===== src/sppi_pkg.sv =====
// shared types and constants for the spectrum peak interpolator
package sppi_pkg;

    localparam int MAG_PORT_W = 32;
    localparam int FS_W       = 20;
    localparam int FREQ_W     = 27;
    localparam int BIN_W      = 10;
    localparam int FRAC_W     = 24;

    localparam logic [FS_W-1:0] FS_RESET = 20'd10000;

    typedef struct packed {
        logic [MAG_PORT_W-1:0] magnitude;
        logic                  last_bin;
    } in_item_t;

    typedef struct packed {
        logic [FREQ_W-1:0] peak_freq;
        logic              peak_found;
        logic [BIN_W-1:0]  peak_bin;
    } out_item_t;

endpackage


===== src/spectrum_peak_parabolic_interp_top.sv =====
// spectrum peak finder with parabolic interpolation, top level
// bins are taken one per cycle while s_ready is high; with no peak the item goes straight to S_DONE
// with a peak it first passes set-up (S_P, S_Q, S_DEN), a restoring fraction division, the position and
// a shift-add multiply by the sample rate on one shared adder; N*2^16 (N a power of two) is a shift
// s_ready is low from the last bin until the item enters the output register, once that is free
// reset clears the window, the peak and the result valid, and sets the sample rate to 10000 Hz
module spectrum_peak_parabolic_interp_top #(
    parameter int FFT_POINTS = 1024,
    parameter int MAG_WIDTH  = 32
) (
    input  logic                         aclk,
    input  logic                         aresetn,
    input  logic                         s_valid,
    output logic                         s_ready,
    input  sppi_pkg::in_item_t           s_data,
    output logic                         m_valid,
    input  logic                         m_ready,
    output sppi_pkg::out_item_t          m_data,
    input  logic                         cfg_valid,
    output logic                         cfg_ready,
    input  logic [sppi_pkg::FS_W-1:0]    cfg_data
);

    localparam int HALF  = FFT_POINTS / 2;
    localparam int MW    = (MAG_WIDTH < sppi_pkg::MAG_PORT_W) ? MAG_WIDTH : sppi_pkg::MAG_PORT_W;
    localparam int IW    = $clog2(HALF + 1);
    localparam int CW    = $clog2(HALF + 3);
    localparam int PW    = IW + sppi_pkg::FRAC_W;
    localparam int PRW   = PW + sppi_pkg::FS_W;
    localparam int DW    = $clog2(FFT_POINTS) + 17;
    localparam int AW0   = (PRW > DW + 1) ? PRW : DW + 1;
    localparam int AW    = (AW0 > MW + 2) ? AW0 : MW + 2;
    localparam int CNTW  = $clog2(PRW + 1);
    localparam int FSH   = $clog2(FFT_POINTS) + 16;

    localparam logic [AW-1:0] HALF_BIN = AW'(64'(1) << (sppi_pkg::FRAC_W - 1));

    typedef enum logic [3:0] {
        S_RUN, S_P, S_Q, S_DEN, S_FRAC, S_POS, S_MUL, S_DONE
    } state_t;

    state_t                     state_reg, state_next;
    logic [sppi_pkg::FS_W-1:0]  fs_reg, fs_next;
    logic [MW-1:0]              older_reg, older_next;
    logic [MW-1:0]              prior_reg, prior_next;
    logic [CW-1:0]              count_reg, count_next;
    logic [MW-1:0]              best_mag_reg, best_mag_next;
    logic [IW-1:0]              best_idx_reg, best_idx_next;
    logic [MW-1:0]              best_left_reg, best_left_next;
    logic [MW-1:0]              best_right_reg, best_right_next;
    logic [MW-1:0]              wk_mag_reg, wk_mag_next;
    logic [MW-1:0]              wk_left_reg, wk_left_next;
    logic [MW-1:0]              wk_right_reg, wk_right_next;
    logic [IW-1:0]              wk_idx_reg, wk_idx_next;
    logic [MW-1:0]              p_reg, p_next;
    logic [MW:0]                den_reg, den_next;
    logic [AW-1:0]              acc_reg, acc_next;
    logic [PRW-1:0]             opnd_reg, opnd_next;
    logic [sppi_pkg::FRAC_W-1:0] quo_reg, quo_next;
    logic [sppi_pkg::FS_W-1:0]  fs_sh_reg, fs_sh_next;
    logic [CNTW-1:0]            cnt_reg, cnt_next;
    logic                       out_valid_reg, out_valid_next;
    sppi_pkg::out_item_t        out_reg, out_next;

    logic [AW-1:0]  alu_a, alu_b;
    logic           alu_sub;
    logic [AW:0]    alu_sum;
    logic           alu_carry;
    logic [AW-1:0]  alu_res;

    logic [MW-1:0]  mag;
    logic           take;
    logic           is_peak;
    logic [AW-1:0]  rem_shift;
    logic [31:0]    idx_wide;
    logic [PRW-1:0] prod_shift;

    assign alu_sum   = {1'b0, alu_a} + {1'b0, (alu_sub ? ~alu_b : alu_b)} + {{AW{1'b0}}, alu_sub};
    assign alu_carry = alu_sum[AW];
    assign alu_res   = alu_sum[AW-1:0];

    assign s_ready   = (state_reg == S_RUN);
    assign cfg_ready = 1'b1;
    assign m_valid   = out_valid_reg;
    assign m_data    = out_reg;

    assign mag        = s_data.magnitude[MW-1:0];
    assign take       = s_valid && s_ready;
    assign idx_wide   = 32'(wk_idx_reg);
    assign prod_shift = opnd_reg >> FSH;

    // strict local maximum test on the centre bin, which must also exceed the kept peak
    assign is_peak = (count_reg >= CW'(2)) && (older_reg < prior_reg) && (prior_reg > mag)
                     && (prior_reg > best_mag_reg);

    always_comb begin
        state_next      = state_reg;
        fs_next         = cfg_valid ? cfg_data : fs_reg;
        older_next      = older_reg;
        prior_next      = prior_reg;
        count_next      = count_reg;
        best_mag_next   = best_mag_reg;
        best_idx_next   = best_idx_reg;
        best_left_next  = best_left_reg;
        best_right_next = best_right_reg;
        wk_mag_next     = wk_mag_reg;
        wk_left_next    = wk_left_reg;
        wk_right_next   = wk_right_reg;
        wk_idx_next     = wk_idx_reg;
        p_next          = p_reg;
        den_next        = den_reg;
        acc_next        = acc_reg;
        opnd_next       = opnd_reg;
        quo_next        = quo_reg;
        fs_sh_next      = fs_sh_reg;
        cnt_next        = cnt_reg;
        out_valid_next  = (out_valid_reg && m_ready) ? 1'b0 : out_valid_reg;
        out_next        = out_reg;
        alu_a           = '0;
        alu_b           = '0;
        alu_sub         = 1'b0;
        rem_shift       = '0;

        case (state_reg)
            S_RUN: begin
                if (take) begin
                    if (count_reg <= CW'(HALF + 1)) begin
                        if (is_peak) begin
                            best_mag_next   = prior_reg;
                            best_idx_next   = IW'(count_reg - CW'(1));
                            best_left_next  = older_reg;
                            best_right_next = mag;
                        end
                        older_next = prior_reg;
                        prior_next = mag;
                        count_next = count_reg + CW'(1);
                    end
                    if (s_data.last_bin) begin
                        wk_mag_next     = best_mag_next;
                        wk_idx_next     = best_idx_next;
                        wk_left_next    = best_left_next;
                        wk_right_next   = best_right_next;
                        older_next      = '0;
                        prior_next      = '0;
                        count_next      = '0;
                        best_mag_next   = '0;
                        best_idx_next   = '0;
                        best_left_next  = '0;
                        best_right_next = '0;
                        opnd_next       = '0;
                        state_next      = (wk_idx_next == '0) ? S_DONE : S_P;
                    end
                end
            end
            S_P: begin
                alu_a      = AW'(wk_mag_reg);
                alu_b      = AW'(wk_left_reg);
                alu_sub    = 1'b1;
                p_next     = alu_res[MW-1:0];
                state_next = S_Q;
            end
            S_Q: begin
                alu_a      = AW'(wk_mag_reg);
                alu_b      = AW'(wk_right_reg);
                alu_sub    = 1'b1;
                den_next   = {1'b0, alu_res[MW-1:0]};
                state_next = S_DEN;
            end
            S_DEN: begin
                alu_a      = AW'(p_reg);
                alu_b      = AW'(den_reg);
                den_next   = alu_res[MW:0];
                acc_next   = AW'(p_reg);
                cnt_next   = CNTW'(sppi_pkg::FRAC_W);
                state_next = S_FRAC;
            end
            S_FRAC: begin
                rem_shift = {acc_reg[AW-2:0], 1'b0};
                alu_a     = rem_shift;
                alu_b     = AW'(den_reg);
                alu_sub   = 1'b1;
                acc_next  = alu_carry ? alu_res : rem_shift;
                quo_next  = {quo_reg[sppi_pkg::FRAC_W-2:0], alu_carry};
                cnt_next  = cnt_reg - CNTW'(1);
                if (cnt_reg == CNTW'(1)) begin
                    state_next = S_POS;
                end
            end
            S_POS: begin
                // index and fraction side by side, less half a bin
                alu_a      = AW'({wk_idx_reg, quo_reg[sppi_pkg::FRAC_W-1:0]});
                alu_b      = HALF_BIN;
                alu_sub    = 1'b1;
                opnd_next  = alu_res[PRW-1:0];
                acc_next   = '0;
                fs_sh_next = fs_reg;
                cnt_next   = CNTW'(sppi_pkg::FS_W);
                state_next = S_MUL;
            end
            S_MUL: begin
                alu_a      = {acc_reg[AW-2:0], 1'b0};
                alu_b      = fs_sh_reg[sppi_pkg::FS_W-1] ? AW'(opnd_reg) : '0;
                acc_next   = alu_res;
                fs_sh_next = {fs_sh_reg[sppi_pkg::FS_W-2:0], 1'b0};
                cnt_next   = cnt_reg - CNTW'(1);
                if (cnt_reg == CNTW'(1)) begin
                    opnd_next  = alu_res[PRW-1:0];
                    state_next = S_DONE;
                end
            end
            S_DONE: begin
                if (!out_valid_reg || m_ready) begin
                    out_next.peak_freq  = (|prod_shift[PRW-1:sppi_pkg::FREQ_W])
                                          ? {sppi_pkg::FREQ_W{1'b1}}
                                          : prod_shift[sppi_pkg::FREQ_W-1:0];
                    out_next.peak_found = (wk_idx_reg != '0);
                    out_next.peak_bin   = idx_wide[sppi_pkg::BIN_W-1:0];
                    out_valid_next      = 1'b1;
                    state_next          = S_RUN;
                end
            end
            default: begin
                state_next = S_RUN;
            end
        endcase
    end

    always_ff @(posedge aclk) begin
        if (!aresetn) begin
            state_reg      <= S_RUN;
            fs_reg         <= sppi_pkg::FS_RESET;
            older_reg      <= '0;
            prior_reg      <= '0;
            count_reg      <= '0;
            best_mag_reg   <= '0;
            best_idx_reg   <= '0;
            best_left_reg  <= '0;
            best_right_reg <= '0;
            cnt_reg        <= '0;
            out_valid_reg  <= 1'b0;
        end else begin
            state_reg      <= state_next;
            fs_reg         <= fs_next;
            older_reg      <= older_next;
            prior_reg      <= prior_next;
            count_reg      <= count_next;
            best_mag_reg   <= best_mag_next;
            best_idx_reg   <= best_idx_next;
            best_left_reg  <= best_left_next;
            best_right_reg <= best_right_next;
            cnt_reg        <= cnt_next;
            out_valid_reg  <= out_valid_next;
        end
        wk_mag_reg   <= wk_mag_next;
        wk_left_reg  <= wk_left_next;
        wk_right_reg <= wk_right_next;
        wk_idx_reg   <= wk_idx_next;
        p_reg        <= p_next;
        den_reg      <= den_next;
        acc_reg      <= acc_next;
        opnd_reg     <= opnd_next;
        quo_reg      <= quo_next;
        fs_sh_reg    <= fs_sh_next;
        out_reg      <= out_next;
    end

    // the last bin of a spectrum starts the sequence
    a_last_stalls: assert property (@(posedge aclk) disable iff (!aresetn)
        (s_valid && s_ready && s_data.last_bin) |=> !s_ready)
        else $error("input still taken after last bin");

    a_no_peak_zero: assert property (@(posedge aclk) disable iff (!aresetn)
        (m_valid && !m_data.peak_found) |-> (m_data.peak_freq == '0 && m_data.peak_bin == '0))
        else $error("no-peak item carries nonzero fields");

    a_count_range: assert property (@(posedge aclk) disable iff (!aresetn)
        count_reg <= CW'(HALF + 2))
        else $error("bin count beyond window range");

    a_peak_ordered: assert property (@(posedge aclk) disable iff (!aresetn)
        (best_idx_reg != '0) |-> (best_mag_reg > best_left_reg && best_mag_reg > best_right_reg))
        else $error("kept peak not a strict maximum");

endmodule

===== config.mk =====
export PLATFORM = sky130hd
export DESIGN_NAME = spectrum_peak_parabolic_interp_top
export DESIGN_NICKNAME = d
export VERILOG_FILES = /design/src/sppi_pkg.sv /design/src/spectrum_peak_parabolic_interp_top.sv
export SDC_FILE = /design/constraint.sdc
export NUM_CORES = 1
export LEC_CHECK = 0
export BUFFER_PORTS_ARGS = -buffer_cell sky130_fd_sc_hd__buf_2
export CAP_MARGIN = 20
export CELL_PAD_IN_SITES_DETAIL_PLACEMENT = 1
export CELL_PAD_IN_SITES_GLOBAL_PLACEMENT = 1
export CORE_MARGIN = 2
export CORE_UTILIZATION = 25
export DETAILED_ROUTE_END_ITERATION = 6
export PLACE_DENSITY_LB_ADDON = 0.08
export SLEW_MARGIN = 0
export SYNTH_ARGS = -nofsm -noshare
export SYNTH_HDL_FRONTEND = slang
export SYNTH_SLANG_ARGS = --single-unit

===== constraint.sdc =====
create_clock -name aclk -period 6.6 [get_ports aclk]
set_clock_uncertainty 0.05 [all_clocks]
set_input_delay 0.66 -clock aclk [delete_from_list [all_inputs] [get_ports aclk]]
set_output_delay 0.66 -clock aclk [all_outputs]
set_load 0.03 [all_outputs]

# Yosys cells after proc, flatten, opt, wreduce, memory -nomap -nowiden
# Index checks and enable logic that the tools add are counted.
# op_classes
n_addsub,5
n_lt_le_gt_ge,5
eq_ne,13
mux,44
bitwise_logic,1
n_reduce_logical,26
# ops
cell,n
32-bit 2-to-1 mux,13
54-bit 2-to-1 mux,5
54-bit case mux with 5 select lines,1
54-bit case mux with 4 select lines,1
53-bit case mux with 4 select lines,1
54-bit case mux with 3 select lines,1
10-bit 2-to-1 mux,7
33-bit case mux with 2 select lines,1
32-bit greater-than comparator,2
54-bit by 54-bit adder with 55-bit output,1
55-bit by 1-bit adder with 55-bit output,1
54-bit NOT,1
53-bit 2-to-1 mux,1
20-bit case mux with 2 select lines,1
32-bit less-than comparator,1
4-bit case mux with 8 select lines,1
4-bit 2-to-1 mux,5
6-bit case mux with 3 select lines,1
"4-bit by 3-bit == test with 1-bit output, second input constant",4
"10-bit by 1-bit adder with 10-bit output, second input constant",1
"10-bit by 2-bit >= comparator with 1-bit output, second input constant",1
"10-bit <= comparator, second input constant",1
10-bit zero test,1
10-bit nonzero test,1
other kinds (22),40
# word_totals
ff_bits,571
out_inout_bits,41
wordCells,118

# Logic depth before layout (Yosys ltp)
# Gate-level depths: netlist of run 1.
# depth
word_depth,13
ltp_mapped,21
depth_no_buf,18

# Worst setup path before layout of run 1
# OpenSTA, ideal clock, no wires.
# synth_path
path_kind,register -> register
from,register state_reg[1]
to,register count_reg[5]
t_arrival_ns,4.729
path_slack_ns,1.700
path_stages_with_launch,13
n_path_buf,2
cell_sequence,dfxtp_1 > buf_2 > or3_1 > inv_1 > and2_1 > clkbuf_1 > nand2_1 > inv_1 > nor2_1 > nor3_1 > nand4_1 > xor2_1 > nor2_1
# synth_via
elab_chain_len,3
# synth_rtl
item,line,text
from (decl),spectrum_peak_parabolic_interp_top.sv:42,"state_t state_reg, state_next;"
from (signal assigned),spectrum_peak_parabolic_interp_top.sv:242,state_reg <= state_next;
4-bit zero test (*),spectrum_peak_parabolic_interp_top.sv:82,assign s_ready = (state_reg == S_RUN);
net s_ready,spectrum_peak_parabolic_interp_top.sv:14,"output logic s_ready,"
1-bit logical AND,spectrum_peak_parabolic_interp_top.sv:88,assign take = s_valid && s_ready;
3-bit AND reduction (no source line) (*),-,
to (signal assigned),spectrum_peak_parabolic_interp_top.sv:246,count_reg <= count_next;
to (decl),spectrum_peak_parabolic_interp_top.sv:46,"logic [CW-1:0] count_reg, count_next;"
# Mark *: on every way through the listed nets, which the timed path passes. The rest lies on a longest branch.
# A chain may end at the register's enable or synchronous reset.

# Worst setup path in the final report of run 1
# layout_path
from,register state_reg[0]
to,register acc_reg[52] (data pin)
# layout_via
elab_chain_len,9
# layout_rtl
item,line,text
4-bit by 3-bit == test with 1-bit output or 4-bit by 2-bit == test with 1-bit output (tied branches),spectrum_peak_parabolic_interp_top.sv:124,case (state_reg)
2-bit OR reduction (no source line),-,
54-bit case mux with 5 select lines,spectrum_peak_parabolic_interp_top.sv:124,
54-bit NOT,spectrum_peak_parabolic_interp_top.sv:78,"assign alu_sum = {1'b0, alu_a} + {1'b0, (alu_sub ? ~alu_b : alu_b)} + {{AW{1'b0}}, alu_sub};"
54-bit 2-to-1 mux,spectrum_peak_parabolic_interp_top.sv:78,
54-bit by 54-bit adder with 55-bit output,spectrum_peak_parabolic_interp_top.sv:78,
55-bit by 1-bit adder with 55-bit output,spectrum_peak_parabolic_interp_top.sv:78,
53-bit 2-to-1 mux,spectrum_peak_parabolic_interp_top.sv:182,acc_next = alu_carry ? alu_res : rem_shift;
53-bit case mux with 4 select lines (*),spectrum_peak_parabolic_interp_top.sv:124,
net acc_next[52],spectrum_peak_parabolic_interp_top.sv:57,"logic [AW-1:0] acc_reg, acc_next;"
to (signal assigned),spectrum_peak_parabolic_interp_top.sv:260,acc_reg <= acc_next;
to (decl),spectrum_peak_parabolic_interp_top.sv:57,
# Marked as above.

==> run summary, run 1 <==
Total Routed Length: 129 mm
die area: 136000 sq um
initial antenna violation count: 4
Synth top area share: 32.6%
Worst-Margin Slew: 1140 ps
via count: 26900
hpwl dp: 86.5 mm
share of post-route cells with drive strength above 1: 12.6%
Cell Chain, Critical Path: nor2b_2 -> and3_2 -> a221oi_1 -> xnor2_1 -> ha_1 -> and3_1 -> a221oi_1 -> buf_4 -> o41ai_1 -> o31a_1 -> o22ai_1 -> o31ai_1 -> a31oi_1 -> xnor2_1 -> nand2_1 -> a21oi_1
core area: 132000 sq um
Slowest-stage cell, CP: o41ai_1
number of H-tree levels: 3
Final Power: 19.0 mW
dpl cell area: 35300 sq um
CP Data Required Time: 7060 ps
Synth top cells by count: 360 x edfxtp_1, 266 x nand3_1, 225 x clkbuf_1, 215 x nand2_1, 210 x dfxtp_1
clock-pin slew on the worst setup and hold paths: 60 ps
worst path bufs/invs: 1
Max FO, Critical Path: 36
max incr delay on CP: 810 ps
Slew headroom: 23.0%
area of the multi-input gates: 16500 sq um
Net Count, Synth: 3584
PD cells: 500 nW/um^2
Peak supply drop: 0.226 mV
CTS tree: built
TritonRoute pass-1 iters: 5
ranking of synthesized cells by area: edfxtp_1 33%, dfxtp_1 13%, ha_1 5.8%
global-route wire length before repair: 193 mm
CTS root buffer: clkbuf_16
cell family with most CP delay: compound AO/OA/AOI/OAI gates
CP endpoint kind: flip-flop
gr ovfl total: 0
Syn Area/Cell: 9.84 sq um
Cell Rows: 133
area grow syn2layout: 14.3%
post-route clock period utilization: 89.9%
fin area: 37900 sq um
Die Y: 368 um
CTS sink count: 570
Seq/Total Area, Yosys: 45.3%
Fillers: 14800
crit path launch type: flip-flop
max FFs per register: 54
Tmin final: 5930 ps
Fin Setup TNS: 0 ps
pin count of the biggest net entering global routing: 170
clk buf depth: 3
r2r setup slk: 670 ps
Setup violations, final: 0
flops & latches, synth: 570
Worst-Skew Late Latency: 670 ps
WHS: 168 ps
pre-CTS WS: 642 ps
top_reg_cell synth: edfxtp_1
dpl cells: 5000
Syn. warnings: 0
Tot GR Track Use: 18.7%
Worst Hold Class: in2reg
Final GP Congestion: 0.801
postcts setup bufs: 0
nets@finish: 3539
critical path class: reg2reg
cell count after synthesis: 3371
final core occ: 28.8%
EDFF count, synth: 360
vias in the first global route: 28100
unrepaired setup endpoints after global routing: false
CTS buffer count: 78
ys async rst share: 0%
top-count cell post-synth: edfxtp_1
FF/Latch Area: 15000 sq um
Worst EP arrival: 6390 ps
Max-cap violations: 0
drt via density: 5.22
status: finished, final reports clean
Final ANT Viol Nets: 0
final hold viol count: 0
Initial Util: 25.2%
Die X: 368 um
Netlist cell types: 82
Iter 0 DRT Violations: 1625
synthesized area: 33200 sq um
port buffer count: 97
post-synth top area cell: edfxtp_1
I/O pin count: 99
PostCTS Resize Cnt: 0
Slew Viols, Final: 0
Hold-fix buffers, CTS: 0
FMAX: 169 MHz
Wirelength per Cell: 25.0 um
Worst Slack Setup Final: 666 ps
DRC: 0
fin cells: 5148
P_leak: 13.7 nW
final cells by class:
| cell class | count | share of cell area [%] |
|---|---|---|
| inverter | 122 | 1.21 |
| tap | 1755 | 5.79 |
| sequential | 570 | 39.6 |
| antenna | 3 | 0.0198 |
| timing repair buffer | 160 | 2.92 |
| multi-input combinational | 2394 | 43.6 |
| clock inverter | 53 | 1.42 |
| clock buffer | 91 | 5.41 |
routing by layer:
metal	vias to the layer above	routed length, um	global-route usage, %
met3	137	5020	2.73
met1	13800	63800	27.1
met5	-	13	0
met4	2	3050	5.44
li1	12500	-	-
met2	495	57100	28.7
cell usage in the layout, fill, tap and decap left out, types with 21 or more instances in the layout:
master and count:
o21ai_1 29, nand3_1 266, a22oi_1 99, inv_1 117, buf_4 53, o21ai_0 176, a221oi_1 52, o211ai_1 110
nand4_1 47, nor2_1 123, o21bai_1 23, ha_1 154, mux2_2 84, nor2b_1 94, xor2_1 40, dfxtp_1 207
mux2i_1 74, clkbuf_16 79, or2_2 29, nand3b_1 108, and4b_1 33, and2_1 72, nand2_1 212, xnor2_1 44
a31oi_1 27, nor3_1 21, edfxtp_1 360, a21o_1 85, a21oi_1 161, buf_2 95, nor4b_1 68
kinds of logic (layout without fill, tap and decap cells):
group / count (synthesis) / after routing / share of synthesized area, %
compound gates: 850 / 850 / 16.8
xor+xnor: 84 / 84 / 2.22
flops: 570 / 570 / 45.3
simple gates: 1139 / 1139 / 19.3
buf+inv: 407 / 426 / 5.23
mux: 165 / 165 / 5.32
other cells: 1 / 4 / 0.0113
fa+ha+maj: 155 / 155 / 5.87
where the power goes:
part	total (mW)	internal [mW]	switching [mW]
clock network	4.40	2.62	1.78
logic	8.86	2.79	6.07
registers	5.69	5.10	0.592
total	19.0	10.5	8.45
worst reg2reg max path, stage by stage, from the launching register on:
cell and delay [ps]:
dfxtp_4 670, nor2b_2 180, and3_2 500, a221oi_1 610
xnor2_1 160, ha_1 420, and3_1 190, a221oi_1 120
buf_4 190, o41ai_1 810, o31a_1 250, o22ai_1 230
o31ai_1 690, a31oi_1 220, xnor2_1 230, nand2_1 80
a21oi_1 180
worst paths after layout:
check	start	endpoint	cells after the start
worst max-delay path	state_reg[0]	acc_reg[52]	16
worst min register to register	quo_reg[22]	quo_reg[23]	0
worst max register to register	state_reg[0]	acc_reg[52]	16
worst min-delay path	cfg_data[10]	fs_reg[10]	3
No activity file was read; power rests on OpenSTA's default activity.
==> run 2: changes to the inputs <==
--- a/config.mk
+++ b/config.mk
@@ -13,7 +13,8 @@
 export CORE_UTILIZATION = 25
 export DETAILED_ROUTE_END_ITERATION = 6
 export PLACE_DENSITY_LB_ADDON = 0.08
-export SLEW_MARGIN = 0
+export RECOVER_POWER = 100
+export SLEW_MARGIN = 10
 export SYNTH_ARGS = -nofsm -noshare
 export SYNTH_HDL_FRONTEND = slang
 export SYNTH_SLANG_ARGS = --single-unit
==> run 2 against run 1 <==
  * The run now ends with max-capacitance violations, max-slew violations left
  * Largest cell class unchanged
  * Critical path type unchanged
  * Sequential cell count unchanged
  * Critical path depth down 5
  * Via count down 0.19%
  * Combinational power down 2%
  * Final area down 0.96%
  * Worst hold slack worse by 3.2 ps
  * Total power down 1.5%
==> run summary, run 2 (same netlist as run 1, synthesis figures left out) <==
status: complete, but fails checks (was finished, final reports clean)
failing checks: max-capacitance violations, max-slew violations
fin area: 37600 sq um (was 37900 sq um)
Worst-Skew Late Latency: 670 ps (about the same)
postcts setup bufs: 0 (unchanged)
DRC: 0 (unchanged)
Initial Util: 25.2% (unchanged)
CTS sink count: 570 (unchanged)
core area: 132000 sq um (unchanged)
FF-to-FF path depth: 11 (was 16)
Worst EP arrival: 6590 ps (was 6390 ps)
Fillers: 14800 (about the same)
Max-cap violations: 11 (was 0)
Die X: 368 um (unchanged)
Wirelength per Cell: 24.9 um (was 25.0 um)
unrepaired setup endpoints after global routing: false (unchanged)
Worst Slack Setup Final: 355 ps (was 666 ps)
crit path launch type: flip-flop (unchanged)
hpwl dp: 86.5 mm (about the same)
gr ovfl total: 0 (unchanged)
dpl cell area: 35300 sq um (unchanged)
fin cells: 5148 (unchanged)
clock-pin slew on the worst setup and hold paths: 60 ps (about the same)
max FFs per register: 54 (unchanged)
worst hold path stage count: 3 (unchanged)
Total Routed Length: 128 mm (was 129 mm)
WHS: 165 ps (was 168 ps)
r2r startpoint: count_reg[6] (was state_reg[0])
Tmin final: 6240 ps (was 5930 ps)
Max FO, Critical Path: 28 (was 36)
critical path class: reg2reg (unchanged)
CP endpoint kind: flip-flop (unchanged)
worst r2r dst: wk_left_reg[29] (was acc_reg[52])
r2r setup slk: 360 ps (was 670 ps)
Die Y: 368 um (unchanged)
clk buf depth: 3 (unchanged)
Cell Chain, Critical Path: or3_1 -> nor3_1 -> nand2_1 -> o21ai_0 -> o31ai_1 -> or4b_1 -> a21oi_1 -> o21ai_0 -> nor2_2 -> clkbuf_2 -> mux2_1 (was nor2b_2 -> and3_2 -> a221oi_1 -> xnor2_1 -> ha_1 -> and3_1 -> a221oi_1 -> buf_4 -> o41ai_1 -> o31a_1 -> o22ai_1 -> o31ai_1 -> a31oi_1 -> xnor2_1 -> nand2_1 -> a21oi_1)
CTS root buffer: clkbuf_16 (unchanged)
Peak supply drop: 0.266 mV (was 0.226 mV)
area grow syn2layout: 13.2% (was 14.3%)
pre-CTS WS: 616 ps (was 642 ps)
TritonRoute pass-1 iters: 5 (unchanged)
dpl cells: 5000 (unchanged)
nets@finish: 3540 (was 3539)
Iter 0 DRT Violations: 1574 (was 1625)
number of H-tree levels: 3 (unchanged)
hold endpoint: fs_reg[13] (was fs_reg[10])
CTS tree: built (unchanged)
vias in the first global route: 28200 (was 28100)
FMAX: 160 MHz (was 169 MHz)
die area: 136000 sq um (unchanged)
Final Power: 18.7 mW (was 19.0 mW)
post-route clock period utilization: 94.6% (was 89.9%)
Cell Rows: 133 (unchanged)
Final GP Congestion: 0.801 (unchanged)
final core occ: 28.5% (was 28.8%)
Worst Hold Class: in2reg (unchanged)
P_leak: 13.4 nW (was 13.7 nW)
Worst-Margin Slew: 2870 ps (was 1140 ps)
Tot GR Track Use: 18.6% (was 18.7%)
Hold-fix buffers, CTS: 0 (unchanged)
Final ANT Viol Nets: 0 (unchanged)
PostCTS Resize Cnt: 0 (unchanged)
CP Data Required Time: 6950 ps (was 7060 ps)
port buffer count: 97 (unchanged)
final hold viol count: 0 (unchanged)
most common cell after layout, fill and taps aside: edfxtp_1 (unchanged)
I/O pin count: 99 (unchanged)
PD cells: 497 nW/um^2 (was 500 nW/um^2)
drt via density: 5.21 (was 5.22)
Fin Setup TNS: 0 ps (unchanged)
initial antenna violation count: 6 (was 4)
Setup violations, final: 0 (unchanged)
most frequent cells in the layout: 360 x edfxtp_1, 266 x nand3_1, 214 x nand2_1, 207 x dfxtp_1, 203 x o21ai_0 (was 360 x edfxtp_1, 266 x nand3_1, 212 x nand2_1, 207 x dfxtp_1, 176 x o21ai_0)
via count: 26800 (was 26900)
CTS buffer count: 78 (unchanged)
Slew Viols, Final: 609 (was 0)
Slowest-stage cell, CP: nor2_2 (was o41ai_1)
share of post-route cells with drive strength above 1: 10.1% (was 12.6%)
Slew headroom: -91.1% (was 23.0%)
global-route wire length before repair: 192 mm (was 193 mm)
pin count of the biggest net entering global routing: 170 (unchanged)
max incr delay on CP: 1360 ps (was 810 ps)
most numerous cell on the critical path: o21ai_0
hold path startpoint: cfg_data[13] (was cfg_data[10])
==> run 2: how the worst max path moves through the flow <==
| stage | startpoint | to | slack [ps] | depth (start not counted) |
|---|---|---|---|---|
| final | count_reg[6] | wk_left_reg[29] | 360 | 11 |
| after global routing | state_reg[2] | acc_reg[17] | 140 | 15 |
| after CTS | state_reg[2] | acc_reg[52] | 590 | 17 |
| after detailed placement | state_reg[2] | acc_reg[52] | 620 | 17 |
| after global placement | state_reg[2] | acc_reg[52] | 740 | 17 |
| after floorplan | state_reg[1] | count_reg[5] | 1700 | 12 |
==> run 2: worst max-delay path, delay by kind of cell, from the launching register on <==
kind,cells,cell delay [ps]
AOI/OAI and AO/OA,4,1710
buffers and inverters,1,720
DFF,1,370
muxes,1,440
and+or+nand+nor,5,2660
==> run 2: final cells by class <==
| cell class | instances | area [sq um] | share of cell area (%) |
|---|---|---|---|
| clock inverters | 33 | 319 | 0.849 |
| inverters | 122 | 460 | 1.23 |
| multi-input cells | 2394 | 16400 | 43.7 |
| well taps | 1755 | 2200 | 5.84 |
| flip-flops and latches | 570 | 15000 | 40.0 |
| diodes | 2 | 5.00 | 0.0133 |
| clock buffers | 111 | 2190 | 5.82 |
| repair buffers | 161 | 947 | 2.52 |
==> run 2: metal layers <==
metal / track usage (%) / routed length [um]
met1: 26.6 / 63500
met2: 28.7 / 56600
met3: 3.07 / 5120
met4: 5.56 / 3070
met5: 0 / 13
==> run 2: power by group <==
group / internal (mW) / switching, mW
combinational: 2.72 / 5.99
clock: 2.50 / 1.75
sequential: 5.12 / 0.585
